### config.mk
export PLATFORM = sky130hd
export DESIGN_NAME = puqat_cfg
export DESIGN_NICKNAME = d
export VERILOG_FILES = /design/src/design/puqat_pkg.sv /design/src/design/puqat_cfg.sv
export SDC_FILE = /design/constraint.sdc
export NUM_CORES = 1
export LEC_CHECK = 0
export BUFFER_PORTS_ARGS = -buffer_cell sky130_fd_sc_hd__buf_4
export CORE_MARGIN = 1
export CORE_UTILIZATION = 46
export CTS_CLUSTER_DIAMETER = 100
export DETAILED_ROUTE_END_ITERATION = 7
export GPL_ROUTABILITY_DRIVEN = 0
export PLACE_DENSITY = 0.79
export SETUP_SLACK_MARGIN = 0.1
export SKIP_CTS_REPAIR_TIMING = 1
export SLEW_MARGIN = 0
export SYNTH_ARGS = -nofsm -noshare
export SYNTH_HDL_FRONTEND = slang
export SYNTH_SLANG_ARGS = --single-unit
### constraint.sdc
create_clock -name clk_i -period 1.2 [get_ports clk_i]
set_clock_uncertainty 0.15 [all_clocks]
set_input_delay 0.12 -clock clk_i [delete_from_list [all_inputs] [get_ports clk_i]]
set_output_delay 0.12 -clock clk_i [all_outputs]
set_load 0.03 [all_outputs]
### src/design/puqat_pkg.sv
package puqat_pkg;

  localparam int unsigned USERS_DEFAULT   = 1024;
  localparam logic [31:0] KEEPALIVE_RESET = 32'd60;
  localparam logic [31:0] LIFETIME_RESET  = 32'd600;
  localparam logic [5:0]  HDR_WORD_BYTES  = 6'd4;
  localparam logic [47:0] BYTES_MAX       = {48{1'b1}};

  // Register indexes, taken from the word address.
  localparam logic REG_KEEPALIVE = 1'b0;
  localparam logic REG_LIFETIME  = 1'b1;

  typedef enum logic [2:0] {
    OP_ADD    = 3'd0,
    OP_UP     = 3'd1,
    OP_DOWN   = 3'd2,
    OP_SCAN   = 3'd3,
    OP_REMOVE = 3'd4
  } op_e;

  typedef enum logic [2:0] {
    OC_PASS    = 3'd0,
    OC_DROPPED = 3'd1,
    OC_QUOTA   = 3'd2,
    OC_EXPIRED = 3'd3,
    OC_NONE    = 3'd4,
    OC_EMPTY   = 3'd5,
    OC_TAKEN   = 3'd6
  } outcome_e;

  typedef enum logic [1:0] {
    MODE_NONE = 2'd0,
    MODE_ACCT = 2'd1,
    MODE_BAD  = 2'd2
  } mode_e;

  typedef enum logic [2:0] {
    ST_CLEAR,
    ST_IDLE,
    ST_READ,
    ST_EXEC,
    ST_SCAN,
    ST_HIT
  } state_e;

  typedef struct packed {
    logic [31:0] keepalive_limit;
    logic [31:0] lifetime_limit;
  } cfg_t;

  typedef struct packed {
    logic        valid;
    logic [31:0] start_time;
    logic [31:0] last_seen;
    logic [47:0] up_bytes;
    logic [47:0] down_bytes;
    logic [31:0] up_packets;
    logic [31:0] down_packets;
    logic [31:0] up_dropped;
    logic [31:0] down_dropped;
    logic [3:0]  mode_and_policy;
    logic [31:0] time_allowance;
    logic [47:0] flow_allowance;
  } entry_t;

  function automatic logic [47:0] sat_add48(input logic [47:0] a, input logic [47:0] b);
    logic [48:0] s;
    s = {1'b0, a} + {1'b0, b};
    return s[48] ? BYTES_MAX : s[47:0];
  endfunction

endpackage

### src/design/puqat_cfg.sv
module puqat_cfg
  import puqat_pkg::*;
(
  input  logic        clk_i,
  input  logic        rst_ni,
  input  logic        psel,
  input  logic        penable,
  input  logic        pwrite,
  input  logic [2:0]  paddr,
  input  logic [31:0] pwdata,
  output logic [31:0] prdata,
  output logic        pready,
  output cfg_t        cfg_o
);

  cfg_t cfg_q, cfg_d;

  always_comb begin
    cfg_d = cfg_q;
    if (psel && penable && pwrite) begin
      case (paddr[2])
        REG_KEEPALIVE: cfg_d.keepalive_limit = pwdata;
        REG_LIFETIME:  cfg_d.lifetime_limit  = pwdata;
        default:       cfg_d = cfg_q;
      endcase
    end
  end

  always_ff @(posedge clk_i or negedge rst_ni) begin
    if (!rst_ni) begin
      cfg_q.keepalive_limit <= KEEPALIVE_RESET;
      cfg_q.lifetime_limit  <= LIFETIME_RESET;
    end else begin
      cfg_q <= cfg_d;
    end
  end

  always_comb begin
    case (paddr[2])
      REG_KEEPALIVE: prdata = cfg_q.keepalive_limit;
      REG_LIFETIME:  prdata = cfg_q.lifetime_limit;
      default:       prdata = '0;
    endcase
  end

  assign pready = 1'b1;
  assign cfg_o  = cfg_q;

endmodule

# Word-level counts from Yosys, hierarchy flattened
# Cells that the tools add are included.
dict set report word_totals {
  out_inout_bits 97
  regBits 64
  wordCells 8
}
dict set report classes {
  n_reduce_logical 4
  mux 1
  n_bitwise 1
}
# operator count
set ops {}
lappend ops {{$pmux W32 S2} 1}
lappend ops {{$reduce_and A2 Y1} 2}
lappend ops {{$logic_and A1 B1 Y1} 2}
lappend ops {{$not A1 Y1} 1}

# Longest topological paths before layout
# Gate-level depths: netlist of the first run.
dict set report depth {
  ltp_word 3
  mapped_depth 4
  mapped_depth_nobuf 2
}

# Worst setup path before layout of the first run
# Ideal clock, no wire load.
dict set report synth_path {
  kind {input port to flip-flop}
  from {in paddr[2]}
  to {reg cfg_q, in the netlist cfg_o[32]}
  setup_slack_ns -0.008
  path_stages 4
  required_ns 0.925
  arrival_time_ns 0.933
  cell_sequence {buf_2 > nand4b_4 > buf_6 > mux2_4}
}
dict set report synth_between {
  elab_chain_len 2
}
# element line_no
set synth_rtl {}
lappend synth_rtl {{start: declaration} puqat_cfg.sv:9} ;# input logic [2:0] paddr,
lappend synth_rtl {{$not A1 Y1} --}
lappend synth_rtl {{$reduce_and A2 Y1 (no line)} --}
lappend synth_rtl {{end signal: assignment} puqat_cfg.sv:34} ;# cfg_q <= cfg_d;
lappend synth_rtl {{end: declaration} puqat_cfg.sv:16} ;# cfg_t cfg_q, cfg_d;
# No other way between the ends.
# A chain may end at the register's enable or synchronous reset.

# Worst setup path in the final report of the first run
dict set report layout_path {
  from {reg cfg_q, in the netlist cfg_o[60]}
  to {out prdata[28]}
}
dict set report layout_between {
  elab_chain_len 1
}
# element line_no
set layout_rtl {}
lappend layout_rtl {{$pmux W32 S2} puqat_cfg.sv:39} ;# case (paddr[2])
lappend layout_rtl {{end: declaration} puqat_cfg.sv:11} ;# output logic [31:0] prdata,
# No other way between the ends.

==> reports/summary.txt, run 1 <==
status: complete, but fails checks
Final ANT Viol Nets: 0
GRT Total Usage: 20.7%
vias per cell: 5.05
Inst Count DP: 389
final wirelength: 9610 um
#FFs+latches synth: 64
Synth cell types: 11
Syn Nets: 214
failing checks: negative setup slack
critical path data arrival time: 1.21 ns
CTS clk-pin slew, worst paths: 0.08 ns
R2R Setup Slk: 0.03 ns
vias in the first global route: 1960
Critical Setup Path Class: reg2out
layout net count: 428
IR drop worst, VDD: 1350 uV
worst reg2reg path endpoint: cfg_o[32]
Die Height: 81.7 um
Via Count: 2364
Starting Density: 48.5%
cell leakage power: 2.76 nW
unrepaired setup endpoints after global routing: true
sequential-to-total area share from yosys stat: 55.2%
Design Area, Final: 0.00545 mm2
largest net degree at the start of global routing: 31
PortBufs: 133
beginning of the worst register-to-register path: cfg_o[32]
CTS tree: done
commonest non-fill, non-tap cell in the layout: buf_6
H-tree levels: 3
initial antenna violation count: 0
setup ws final: -0.276 ns
fin crit share: 123%
setup_tns: -9.86 ns
Layout area overhead: 86.6%
worst reg-to-reg path cell count: 3
commonest non-fill, non-tap cells in the layout: buf_6 (110), buf_4 (64), mux2_4 (58), dfrtp_1 (56), mux2_2 (36)
CTS root buf: clkbuf_8
f_max: 678 MHz
maxcap violations: 0
clock sinks: 64
global-route wire length before repair: 10100 um
dpl hpwl: 5020 um
first-pass detailed-route iteration total: 4
post-place instance area: 0.00422 mm2
CTS buffer count: 9
clk buf depth: 2
Post-Layout Cell Count: 468
Setup crit end kind: output port
Ant. Diodes: 0
layout cells sized above 1: 76.3%
Routed WL per cell: 20.5 um
row count: 28
top area cells in the synthesized netlist: dfrtp_1 (48%), mux2_2 (25%), mux2_4 (15%)
max reg flops: 64
min Tclk post-route: 1.48 ns
Critical Path RT: 0.93 ns
critical path peak fanout: 3
Post-Syn Instances: 174
width of the die: 81.7 um
DR iter-0 viols: 77
io pins: 137
crit-path cells: mux2_2 -> buf_6
syn_area_per_cell: 16.8 um2
power per cell area: 1920 mW/mm2
cell area after synthesis: 0.00292 mm2
final hold vios: 0
die area: 0.00667 mm2
Hold Path Class: in2async
final setup violating endpoints: 69
Worst path slowest cell: dfrtp_1
area leader, netlist: dfrtp_1
Final Slew Violations: 0
Yosys warnings: 0
# DRC: 0
top-area cell type share of the netlist area: 48.0%
worst skew pair latency: 0.33 ns
Crit path largest cell delay: 0.43 ns
Placeable Area: 0.00603 mm2
global route total overflow: 0
CP startpoint kind: register
synth_stat cells, drive strengths merged:
library cell  count
conb              1
nand4             1
mux2             96
dfstp             8
dfrtp            56
nand4b            1
buf              11
metal layers:
metal  part of all wire [%]  GRT usage, %  wire (um)  vias up
li1                       -             -          -     1050
met1                     40          27.1       3850     1188
met5                      0             0          0        -
met3                    5.3          7.11        507        9
met4                    1.0          5.79         96        0
met2                     54          32.7       5160      117
metrics by stage:
step                util [%]  hold slack (ns)  setup slack [ns]  power (mW)
floorplan                  -           -0.326           0.00346        5.54
global placement        70.0           -0.117           -0.0449        7.11
detailed placement      70.0           -0.116           -0.0650        7.20
CTS                     73.7           -0.478            -0.263        9.19
global route            90.5           0.0922            -0.305        10.9
finish                  90.5           0.0632            -0.276        10.5
layout make-up:
type	count	area, um2
Fill cell	217	574
Clock inverter	2	35.0
Multi-Input combinational cell	99	1340
Clock buffer	14	183
Timing Repair Buffer	214	2190
Sequential cell	64	1610
Tap cell	75	93.8
power breakdown:
group	leakage (nW)	total, mW	internal [mW]	switching [mW]
registers	0.756	3.17	2.68	0.486
clock network	0.113	2.01	1.19	0.820
logic	1.89	5.32	2.79	2.53
worst max-delay path: cells and delay by family, from the launching register on:
kind | cells | cell delay [ns]
multiplexers | 1 | 0.30
buffers and inverters | 1 | 0.14
flip-flops | 1 | 0.43
cell families (layout without fill, tap and decap cells):
| logic type | count (synthesis) | in the layout | synth area share (%) |
|---|---|---|---|
| other cells | 1 | 1 | 0.128 |
| flops | 64 | 64 | 55.2 |
| buf+inv | 11 | 230 | 2.61 |
| mux | 96 | 96 | 40.9 |
| simple gates | 2 | 2 | 1.24 |
worst max-delay path by stage:
stage	from	end	slack (ns)	cells after the start
final	cfg_o[60]	prdata[28]	-0.28	2
after global routing	cfg_o[60]	prdata[28]	-0.31	2
after CTS	cfg_o[56]	prdata[24]	-0.26	2
after detailed placement	paddr[2]	cfg_o[47]	-0.06	4
after global placement	paddr[2]	cfg_o[57]	-0.04	4
after floorplan	paddr[2]	cfg_o[32]	0.003	4
(Power assumes the default switching activity.)
==> inputs of run 2 (changes only) <==
- REMOVE_ABC_BUFFERS: unset -> 1
==> reports/summary.txt, run 2 (synthesis gave the netlist of run 1 again) <==
status: complete, but fails checks
failing checks: negative setup slack
CTS tree: done
final wirelength: 9100 um (-5.3%)
Final Slew Violations: 0 (unchanged)
initial antenna violation count: 0 (unchanged)
maxcap violations: 0 (unchanged)
commonest non-fill, non-tap cell in the layout: buf_6
largest net degree at the start of global routing: 65 (+110%)
GRT Total Usage: 21.8% (+1.1 points)
Via Count: 2317 (-2.0%)
Final ANT Viol Nets: 0 (unchanged)
die area: 0.00667 mm2 (unchanged)
clk buf depth: 2 (unchanged)
clock sinks: 64 (unchanged)
critical path peak fanout: 2 (-1)
Routed WL per cell: 19.7 um (-3.9%)
unrepaired setup endpoints after global routing: true
PortBufs: 133 (unchanged)
Comb pwr share: 49.0% (-1.7 points)
Die Height: 81.7 um (unchanged)
setup_tns: -10.34 ns (-0.477 ns)
Post-Place Worst Slack: -0.0860 ns (-0.0210 ns)
fin crit share: 123% (+0.42 points)
CTS buffer count: 9 (unchanged)
CTS clk-pin slew, worst paths: 0.07 ns (about the same)
Critical Setup Path Class: reg2out
Layout area overhead: 81.7%
Critical Path RT: 0.93 ns (about the same)
global route total overflow: 0 (unchanged)
critical path data arrival time: 1.21 ns (about the same)
first-pass detailed-route iteration total: 4 (unchanged)
DR iter-0 viols: 58 (-25%)
CTS root buf: clkbuf_8
layout net count: 422 (-1.4%)
layout cells sized above 1: 75.9% (-0.43 points)
Flop pwr share: 30.8% (+0.6 points)
io pins: 137 (unchanged)
Setup crit end kind: output port
post-place instance area: 0.00411 mm2 (-2.7%)
Placeable Area: 0.00603 mm2 (unchanged)
Hold Path Class: in2async
vias in the first global route: 2044 (+4.3%)
# DRC: 0 (unchanged)
clock power share: 20.2% (+1.1 points)
row count: 28 (unchanged)
setup ws final: -0.281 ns (-0.00507 ns)
power per cell area: 1950 mW/mm2 (+1.3%)
H-tree levels: 3 (unchanged)
Design Area, Final: 0.00531 mm2 (-2.6%)
dpl hpwl: 5070 um (+0.94%)
Internal Pwr Total: 6.59 mW (-1.1%)
cell leakage power: 2.65 nW (-3.9%)
IR drop worst, VDD: 1460 uV (+8.4%)
final setup violating endpoints: 60 (-13%)
min Tclk post-route: 1.48 ns (+0.00507 ns)
Starting Density: 48.5% (unchanged)
Ant. Diodes: 0 (unchanged)
Net Sw Power: 3.76 mW (-1.9%)
final hold vios: 0 (unchanged)
worst skew pair latency: 0.34 ns (about the same)
CP startpoint kind: register
width of the die: 81.7 um (unchanged)
Net Sw Frac: 36.3% (-0.20 points)
f_max: 675 MHz (-0.34%)
commonest non-fill, non-tap cells in the layout: buf_6 (108), buf_4 (63), dfrtp_1 (56), mux2_2 (51), mux2_4 (43)
max reg flops: 64 (unchanged)
global-route wire length before repair: 10400 um (+3.5%)
vias per cell: 5.03 (-0.50%)
-- run 2: cell count changes in the layout (fill, tap and decap cells not counted), sizes merged --
cell,delta
buf,-6
clkbuf,-2
bufinv,+1
-- run 2: final cells by class --
type,count,area [um2]
clock buffer,12,155
clock inverter,3,65.1
fill,265,718
multi-input combinational,99,1280
sequential,64,1610
tap,75,93.8
timing repair buffer,208,2100
-- run 2: final timing paths --
kind,to,start,depth (start not counted),slack [ns]
min,cfg_o[45],rst_ni,3,0.16
min in group clk_i,cfg_o[38],penable,4,0.24
min reg2reg,cfg_o[25],cfg_o[25],1,0.41
max,prdata[11],cfg_o[43],2,-0.28
max in group asynchronous,cfg_o[36],rst_ni,3,0.40
max reg2reg,cfg_o[52],cfg_o[52],3,0.04
-- run 2: layer usage --
layer  global-route usage, %  wire length (um)
met5                       0                 0
met4                    12.3               351
met3                    5.56               560
met2                    34.6              4760
met1                    27.0              3440
-- run 2: power groups by stage --
stage | Combinational [mW] | Sequential, mW | Clock [mW]
finish | 5.07 | 3.19 | 2.09
global route | 5.28 | 3.23 | 2.21
CTS | 3.97 | 3.06 | 2.10
detailed placement | 3.97 | 3.09 | 0
global placement | 3.90 | 3.07 | 0
floorplan | 1.43 | 3.99 | 0
-- run 2: worst max-delay path: stages (launching register included) --
cell and delay, ns:
dfrtp_1 0.41, mux2_2 0.31, buf_6 0.15
-- run 2: per-stage QoR --
stage / instances / hold slack, ns / util [%] / total power [mW]
after floorplan: 163 / -0.326 / - / 5.41
after global placement: 387 / -0.00473 / 68.2 / 6.97
after detailed placement: 387 / -0.00822 / 68.2 / 7.06
after CTS: 402 / -0.380 / 71.8 / 9.14
after global routing: 461 / 0.200 / 88.1 / 10.7
final: 461 / 0.160 / 88.1 / 10.3
